### config.mk
export PLATFORM = sky130hd
export DESIGN_NAME = averaged_period_frequency_meter_unit
export DESIGN_NICKNAME = d
export VERILOG_FILES = /design/src/rtl/core/apfm_pkg.sv /design/src/rtl/core/apfm_accum.sv /design/src/rtl/core/apfm_div.sv /design/src/rtl/core/averaged_period_frequency_meter_unit.sv
export SDC_FILE = /design/constraint.sdc
export NUM_CORES = 1
export LEC_CHECK = 0
export BUFFER_PORTS_ARGS = -buffer_cell sky130_fd_sc_hd__buf_2
export CORE_AREA = 3 3 168 170
export DETAILED_ROUTE_END_ITERATION = 10
export DIE_AREA = 0 0 171 173
export PLACE_DENSITY = 0.8
export SYNTH_ARGS = -nofsm -noshare
export SYNTH_HDL_FRONTEND = slang
export SYNTH_SLANG_ARGS = --single-unit
### constraint.sdc
create_clock -name clk -period 5 [get_ports clk]
set_input_delay 0 -clock clk [delete_from_list [all_inputs] [get_ports clk]]
set_output_delay 0 -clock clk [all_outputs]
set_load 0.1 [all_outputs]
### src/rtl/core/apfm_pkg.sv
package apfm_pkg;

  // Field widths
  localparam int unsigned DATA_W = 32;
  localparam int unsigned OUT_W  = 16;
  localparam int unsigned OFS_W  = 16;
  localparam int unsigned CNT_W  = 8;
  localparam int unsigned BIT_W  = $clog2(DATA_W);

  // Configuration register indexes
  localparam logic REG_FREQ_SCALE = 1'b0;
  localparam logic REG_CAL_OFFSET = 1'b1;

  // Input command codes
  localparam logic CMD_CAPTURE = 1'b0;
  localparam logic CMD_READ    = 1'b1;

  // Top-level sequencer
  typedef enum logic [1:0] {
    ST_IDLE,
    ST_CAPT,
    ST_DIV,
    ST_HOLD
  } apfm_state_t;

  // Serial accumulator sequencer
  typedef enum logic [1:0] {
    ACC_IDLE,
    ACC_RUN,
    ACC_FIN
  } apfm_acc_state_t;

  // Accumulator status toward the top level
  typedef struct packed {
    logic busy;
    logic batch_done;
  } apfm_acc_stat_t;

endpackage

### src/rtl/core/apfm_accum.sv
module apfm_accum #(
  parameter int unsigned AVG_SAMPLES = 10
) (
  input  logic                         clk,
  input  logic                         rst,
  input  logic                         start,
  input  logic [apfm_pkg::DATA_W-1:0]  capture_time,
  output logic [apfm_pkg::DATA_W-1:0]  latched_sum,
  output apfm_pkg::apfm_acc_stat_t     stat
);
  import apfm_pkg::*;

  apfm_acc_state_t   state;
  apfm_acc_state_t   state_next;
  logic [DATA_W-1:0] t_sr;
  logic [DATA_W-1:0] prev_sr;
  logic [DATA_W-1:0] acc_sr;
  logic [BIT_W-1:0]  bit_cnt;
  logic [CNT_W-1:0]  count;
  logic              seeded;
  logic              borrow;
  logic              carry;
  logic              d_bit;
  logic              borrow_next;
  logic              s_bit;
  logic              carry_next;
  logic [CNT_W:0]    count_inc;
  logic              batch_end;

  // One bit of period = t - prev, then one bit of acc + period
  always_comb begin
    d_bit       = t_sr[0] ^ prev_sr[0] ^ borrow;
    borrow_next = (~t_sr[0] & (prev_sr[0] | borrow)) | (prev_sr[0] & borrow);
    s_bit       = acc_sr[0] ^ d_bit ^ carry;
    carry_next  = (acc_sr[0] & d_bit) | (acc_sr[0] & carry) | (d_bit & carry);
    count_inc   = {1'b0, count} + (CNT_W+1)'(1);
    batch_end   = (count_inc >= (CNT_W+1)'(AVG_SAMPLES));
  end

  // Next state and status
  always_comb begin
    state_next      = state;
    stat.busy       = (state != ACC_IDLE);
    stat.batch_done = 1'b0;
    case (state)
      ACC_IDLE: begin
        if (start && seeded) begin
          state_next = ACC_RUN;
        end
      end
      ACC_RUN: begin
        if (bit_cnt == BIT_W'(DATA_W - 1)) begin
          state_next = ACC_FIN;
        end
      end
      ACC_FIN: begin
        stat.batch_done = batch_end;
        state_next      = ACC_IDLE;
      end
      default: state_next = ACC_IDLE;
    endcase
  end

  always_ff @(posedge clk) begin
    if (rst) begin
      state <= ACC_IDLE;
    end else begin
      state <= state_next;
    end
  end

  // Serial datapath: LSB first, new bits enter at the top
  always_ff @(posedge clk) begin
    if (rst) begin
      seeded      <= 1'b0;
      count       <= '0;
      acc_sr      <= '0;
      latched_sum <= '0;
    end else begin
      case (state)
        ACC_IDLE: begin
          if (start) begin
            if (!seeded) begin
              prev_sr <= capture_time;
              seeded  <= 1'b1;
            end else begin
              t_sr    <= capture_time;
              bit_cnt <= '0;
              borrow  <= 1'b0;
              carry   <= 1'b0;
            end
          end
        end
        ACC_RUN: begin
          t_sr    <= t_sr >> 1;
          prev_sr <= {t_sr[0], prev_sr[DATA_W-1:1]};
          acc_sr  <= {s_bit, acc_sr[DATA_W-1:1]};
          borrow  <= borrow_next;
          carry   <= carry_next;
          bit_cnt <= bit_cnt + BIT_W'(1);
        end
        ACC_FIN: begin
          // Close the batch or advance the period count
          if (batch_end) begin
            latched_sum <= acc_sr;
            acc_sr      <= '0;
            count       <= '0;
            seeded      <= 1'b0;
          end else begin
            count <= count_inc[CNT_W-1:0];
          end
        end
        default: ;
      endcase
    end
  end

endmodule

### src/rtl/core/apfm_div.sv
module apfm_div (
  input  logic                        clk,
  input  logic                        rst,
  input  logic                        start,
  input  logic [apfm_pkg::DATA_W-1:0] dividend,
  input  logic [apfm_pkg::DATA_W-1:0] divisor,
  output logic                        done,
  output logic [apfm_pkg::OUT_W-1:0]  quotient
);
  import apfm_pkg::*;

  logic                busy;
  logic [BIT_W-1:0]    step;
  logic [DATA_W-1:0]   dvd_sr;
  logic [DATA_W-1:0]   dvs;
  logic [DATA_W-1:0]   rem;
  logic [DATA_W:0]     shifted;
  logic [DATA_W+1:0]   diff;
  logic                fits;

  // One restoring step: shift in a dividend bit, try the subtract
  always_comb begin
    shifted = {rem, dvd_sr[DATA_W-1]};
    diff    = {1'b0, shifted} - {2'b00, dvs};
    fits    = ~diff[DATA_W+1];
  end

  always_ff @(posedge clk) begin
    if (rst) begin
      busy <= 1'b0;
      done <= 1'b0;
    end else begin
      done <= 1'b0;
      if (start) begin
        busy <= 1'b1;
      end else if (busy && step == BIT_W'(DATA_W - 1)) begin
        busy <= 1'b0;
        done <= 1'b1;
      end
    end
  end

  // Quotient bits come MSB first; only the low bits are kept
  always_ff @(posedge clk) begin
    if (start) begin
      dvd_sr <= dividend;
      dvs    <= divisor;
      rem    <= '0;
      step   <= '0;
    end else if (busy) begin
      dvd_sr   <= dvd_sr << 1;
      rem      <= fits ? diff[DATA_W-1:0] : shifted[DATA_W-1:0];
      quotient <= {quotient[OUT_W-2:0], fits};
      step     <= step + BIT_W'(1);
    end
  end

endmodule

### src/rtl/core/averaged_period_frequency_meter_unit.sv
// Averaged period frequency meter. Each transaction on the input channel is
// either a capture (cmd 0, timer value at a signal edge) or a read (cmd 1).
// Captures build a batch of AVG_SAMPLES periods; the first capture of every
// batch only sets the reference. A read returns freq_scale divided by the
// latched period sum, plus cal_offset, modulo 2^16, or 0 when no new batch
// has arrived since the last read or the sum is zero. Periods are summed
// bit-serially: a capture stalls the input through setup, 32 serial bit
// steps and wrap-up; a reseeding capture only stores the reference. A read
// that divides stalls it while the 32-step restoring divider makes one
// quotient bit per cycle; a read answered with 0 only waits until the
// output register is free. A finished result waits in the output register,
// and captures are taken meanwhile; a second read holds until it is taken.
module averaged_period_frequency_meter_unit #(
  parameter int unsigned AVG_SAMPLES = 10
) (
  input  logic                        clk,
  input  logic                        rst,
  input  logic                        cfg_wr_en,
  input  logic                        cfg_index,
  input  logic [apfm_pkg::DATA_W-1:0] cfg_data,
  input  logic                        in_valid,
  output logic                        in_stall,
  input  logic                        cmd,
  input  logic [apfm_pkg::DATA_W-1:0] capture_time,
  output logic                        out_valid,
  input  logic                        out_stall,
  output logic [apfm_pkg::OUT_W-1:0]  frequency
);
  import apfm_pkg::*;

  apfm_state_t              state;
  apfm_state_t              state_next;
  logic [DATA_W-1:0]        freq_scale;
  logic signed [OFS_W-1:0]  cal_offset;
  logic                     batch_fresh;
  logic [OUT_W-1:0]         res;
  logic                     in_accept;
  logic                     acc_start;
  logic                     div_start;
  logic                     out_load;
  logic [DATA_W-1:0]        latched_sum;
  apfm_acc_stat_t           acc_stat;
  logic                     div_done;
  logic [OUT_W-1:0]         quotient;

  apfm_accum #(
    .AVG_SAMPLES (AVG_SAMPLES)
  ) u_accum (
    .clk          (clk),
    .rst          (rst),
    .start        (acc_start),
    .capture_time (capture_time),
    .latched_sum  (latched_sum),
    .stat         (acc_stat)
  );

  apfm_div u_div (
    .clk      (clk),
    .rst      (rst),
    .start    (div_start),
    .dividend (freq_scale),
    .divisor  (latched_sum),
    .done     (div_done),
    .quotient (quotient)
  );

  // Configuration writes
  always_ff @(posedge clk) begin
    if (rst) begin
      freq_scale <= '0;
      cal_offset <= '0;
    end else if (cfg_wr_en) begin
      case (cfg_index)
        REG_FREQ_SCALE: freq_scale <= cfg_data;
        REG_CAL_OFFSET: cal_offset <= cfg_data[OFS_W-1:0];
        default: ;
      endcase
    end
  end

  // Sequencer: next state and strobes
  always_comb begin
    state_next = state;
    in_stall   = (state != ST_IDLE);
    in_accept  = in_valid && (state == ST_IDLE);
    acc_start  = 1'b0;
    div_start  = 1'b0;
    out_load   = 1'b0;
    case (state)
      ST_IDLE: begin
        if (in_valid) begin
          if (cmd == CMD_CAPTURE) begin
            acc_start  = 1'b1;
            state_next = ST_CAPT;
          end else if (batch_fresh && latched_sum != '0) begin
            div_start  = 1'b1;
            state_next = ST_DIV;
          end else begin
            state_next = ST_HOLD;
          end
        end
      end
      ST_CAPT: begin
        if (!acc_stat.busy) begin
          state_next = ST_IDLE;
        end
      end
      ST_DIV: begin
        if (div_done) begin
          state_next = ST_HOLD;
        end
      end
      ST_HOLD: begin
        if (!out_valid || !out_stall) begin
          out_load   = 1'b1;
          state_next = ST_IDLE;
        end
      end
      default: state_next = ST_IDLE;
    endcase
  end

  always_ff @(posedge clk) begin
    if (rst) begin
      state <= ST_IDLE;
    end else begin
      state <= state_next;
    end
  end

  // Fresh-batch flag: set when a batch closes, clear on any read
  always_ff @(posedge clk) begin
    if (rst) begin
      batch_fresh <= 1'b0;
    end else if (acc_stat.batch_done) begin
      batch_fresh <= 1'b1;
    end else if (in_accept && cmd == CMD_READ) begin
      batch_fresh <= 1'b0;
    end
  end

  // Pending result: zero for empty reads, quotient plus offset otherwise
  always_ff @(posedge clk) begin
    if (in_accept && cmd == CMD_READ) begin
      res <= '0;
    end else if (state == ST_DIV && div_done) begin
      res <= quotient + OUT_W'(cal_offset);
    end
  end

  // Output register
  always_ff @(posedge clk) begin
    if (rst) begin
      out_valid <= 1'b0;
    end else if (out_load) begin
      out_valid <= 1'b1;
    end else if (!out_stall) begin
      out_valid <= 1'b0;
    end
  end

  always_ff @(posedge clk) begin
    if (out_load) begin
      frequency <= res;
    end
  end

endmodule
==> qor.txt <==
Min-Delay Endpoint = freq_scale[2]
Clock power share = 41.7%
Yosys top cell area share = 33.0%
IO Count = 89
Relative slew margins = 23.5%
Sw frac = 24.0%
Hold Crit Start = cfg_index
Syn Area/Cell = 9.97 um2
Area grow syn2layout = 18.7%
Most frequent cells in the layout = nand2_1 (384), dfxtp_1 (181), edfxtp_1 (167), a21oi_1 (150), nor2_1 (92)
Pin count of the biggest net entering global routing = 72
Detailed Route WL = 33700 um
Clock Path Buffers = 3
Outcome = completed
Clock Sinks = 349
Post-synth top flop = dfxtp_1
Finished Layout Cells = 2054
Post-CTS sizing = 0
Reg2Reg Depth = 14
PwrDens = 360 nW/um2
Starting Density = 56.6%
Sum of buffers and inverters on the critical path = 2
Synth async-reset ratio = 0%
Clock Skew = 0.0220 ns
Drt initial violations = 869
Required time worst endpoint = 5.41 ns
Post-Place Cells = 1899
RR Startpoint = u_div.dvd_sr[31]
Cells after Synth = 1527
Setup_tns = 0 ns
Hold Crit Depth = 5
Seq pwr share = 48.1%
Final hold violation count = 0
Core Rows = 60
Vias in the first global route = 11300
Yosys reg bits = 349
CTS clk-pin slew, worst paths = 0.06 ns
Hold slack = 0.0858 ns
Max Fclk = 279 MHz
Nets = 1811
Post-synthesis sequential area ratio = 56.9%
DR pass1 iterations = 7
Arr. time, crit path = 3.99 ns
Largest cells by area after synthesis = edfxtp_1 (33%), dfxtp_1 (24%), nand2_1 (9.5%), a21oi_1 (5.0%), ha_1 (4.4%)
Vias per inst = 5.61
Final setup fails = 0
Worst setup SP type = flop
Synthesized net count = 1655
Slowest cell on the critical path = or3_1
Combinational share of power = 10.1%
Layout cell share with drive strength beyond 1 = 12.5%
Mapped cell area = 15200 um2
Average routed wire per standard cell = 16.4 um
Worst-Margin Slew = 1.15 ns
Placement-stage cell area = 16000 um2
Max-Cap Viols = 0
Setup Buffers After CTS = 0
Clock buffer count from CTS = 36
RePlAce Congestion = 0.855
Cell-by-cell listing of the critical path = inv_1 -> ha_1 -> inv_1 -> fa_1 -> a211oi_1 -> nor2_1 -> o31ai_1 -> a21oi_1 -> or3_1 -> and2_1 -> a21oi_1 -> xnor2_1 -> mux2i_1 -> a211oi_1
Final Max Slew Viols = 0
Root buffer cell = clkbuf_16
Worst-skew pair later-pin latency = 0.52 ns
Crit path max fanout = 4
Commonest non-fill, non-tap cell in the layout = nand2_1
Peak supply drop = 0.000298 V
CP Class = flop to flop
DR DRC count = 0
Die Y = 173 um
Die area = 29600 um2
Final ANT Viol Nets = 0
Internal Dissipation = 0.00494 W
Final worst-path cycle share = 71.6%
Core area = 26900 um2
Die Wd = 171 um
DR vias = 11500
Reg2reg setup slack = 1.42 ns
P_sw = 0.00156 W
Finished layout cell area = 18100 um2
Minimum clock period after layout = 3.58 ns
RSZ-0062 raised after global routing = no
First-pass GRT wire length = 55500 um
CP max stage delay = 0.47 ns
Library cells used by synthesis = 59
HP Class = input pin to flop
Global route overflow = 0
DP HPWL = 19400 um
Global-route usage over all layers = 22.6%
TritonCTS clock tree = done
Crit-path leading delay family = compound AO/OA/AOI/OAI gates
Reg-to-Reg End = u_div.rem[26]
Power, Total = 0.00650 W
Synth Warn # = 0
Initial antenna violation count = 2
Post-synth EDFFs = 167
Cell taking the most area after synthesis = edfxtp_1
Port buffer count = 88
Static leakage = 7.23 nW
CP endpoint kind = flop
Htree depth = 2
## synth_stat cells, types with 3 or more instances
cell type and instances:
nand2_1 384, dfxtp_1 182, edfxtp_1 167, a21oi_1 151, nor2_1 95, clkbuf_1 66, inv_1 55, ha_1 53
mux2_2 34, a211oi_1 33, o21ai_0 33, a22o_1 32, xnor2_1 26, and2_1 17, xor2_1 17, a21o_1 16
nor3_1 16, nand3_1 14, mux2i_1 13, and3_1 12, nand2b_1 11, nor2b_1 10, nor4_1 10, o21bai_1 7
nand4_1 6, nand3b_1 5, o21ai_1 5, or3_1 5, a31oi_1 4, fa_1 4, a31o_2 3, buf_2 3
o211ai_1 3, o31ai_1 3
## flip-flops by register name, summed over array words and instances (netlist names), 2 cells and up
register,count
u_accum.latched_sum,32
u_div.quotient,16
freq_scale,32
u_accum.acc_sr,32
u_accum.count,8
u_accum.bit_cnt,5
cal_offset,16
u_div.dvd_sr,32
u_div.step,5
u_accum.t_sr,32
u_accum.state,2
u_div.rem,32
state,2
u_div.dvs,32
frequency,16
u_accum.prev_sr,32
res,16
## cell type report
| cell class | instances | area, um2 |
|---|---|---|
| repair buffers | 190 | 1430 |
| fillers | 1925 | 8820 |
| clock inverters | 15 | 121 |
| diodes | 2 | 5.00 |
| clock buffers | 51 | 1090 |
| inverters | 56 | 210 |
| multi-input cells | 1050 | 6110 |
| well taps | 341 | 427 |
| flip-flops and latches | 349 | 8660 |
## cell families after synthesis
family          share of synthesized area [%]
compound gates                           12.7
xor+xnor                                 2.47
fa+ha+maj                                4.95
buf+inv                                  3.21
flops                                    56.9
mux                                      3.37
simple gates                             16.4
## worst max-delay path by stage
stage	start	end	slack, ns	cells past startpoint
finish	u_div.dvd_sr[31]	u_div.rem[26]	1.42	14
global route	u_div.dvd_sr[31]	u_div.rem[26]	1.18	14
floorplan	state[1]	u_accum.bit_cnt[0]	1.07	4
global placement	u_div.dvd_sr[31]	u_div.rem[20]	1.64	14
CTS	u_div.dvd_sr[31]	u_div.rem[26]	1.44	14
detailed placement	u_div.dvd_sr[31]	u_div.rem[26]	1.54	14
## what timing repair did
action | 4_1_cts | 5_1_grt
hold endpoints to repair | 120 | 0
setup endpoints to repair | 0 | 0
hold buffers | 87 | 0
## power by group through the flow
| stage | Clock [W] | Sequential (W) | Combinational, W |
|---|---|---|---|
| finish | 0.00271 | 0.00313 | 0.000659 |
| global route | 0.00285 | 0.00314 | 0.000737 |
| CTS | 0.00274 | 0.00313 | 0.000643 |
| detailed placement | 0 | 0.00319 | 0.000585 |
| global placement | 0 | 0.00319 | 0.000570 |
| floorplan | 0 | 0.00319 | 0.000440 |
## routing by layer
layer,vias up,part of all wire (%),global-route usage [%]
li1,5637,-,-
met1,5378,43,30.8
met2,399,47,36.7
met3,113,5.8,3.66
met4,0,3.7,8.15
met5,-,0,0
## tightest hold or removal path, stage by stage
cell	delay, ns
buf_2	0.12
nor2b_2	0.04
buf_4	0.23
nand2_1	0.11
a21oi_1	0.05
## through the flow
step / util, % / worst slack [ns]
3_3_place_gp: 59.4 / 1.64
4_1_cts: 67.2 / 1.44
3_5_place_dp: 59.4 / 1.54
2_1_floorplan: - / 1.07
6_report: 67.2 / 1.42
5_1_grt: 67.2 / 1.18
Power figures use the tool's default switching activity.
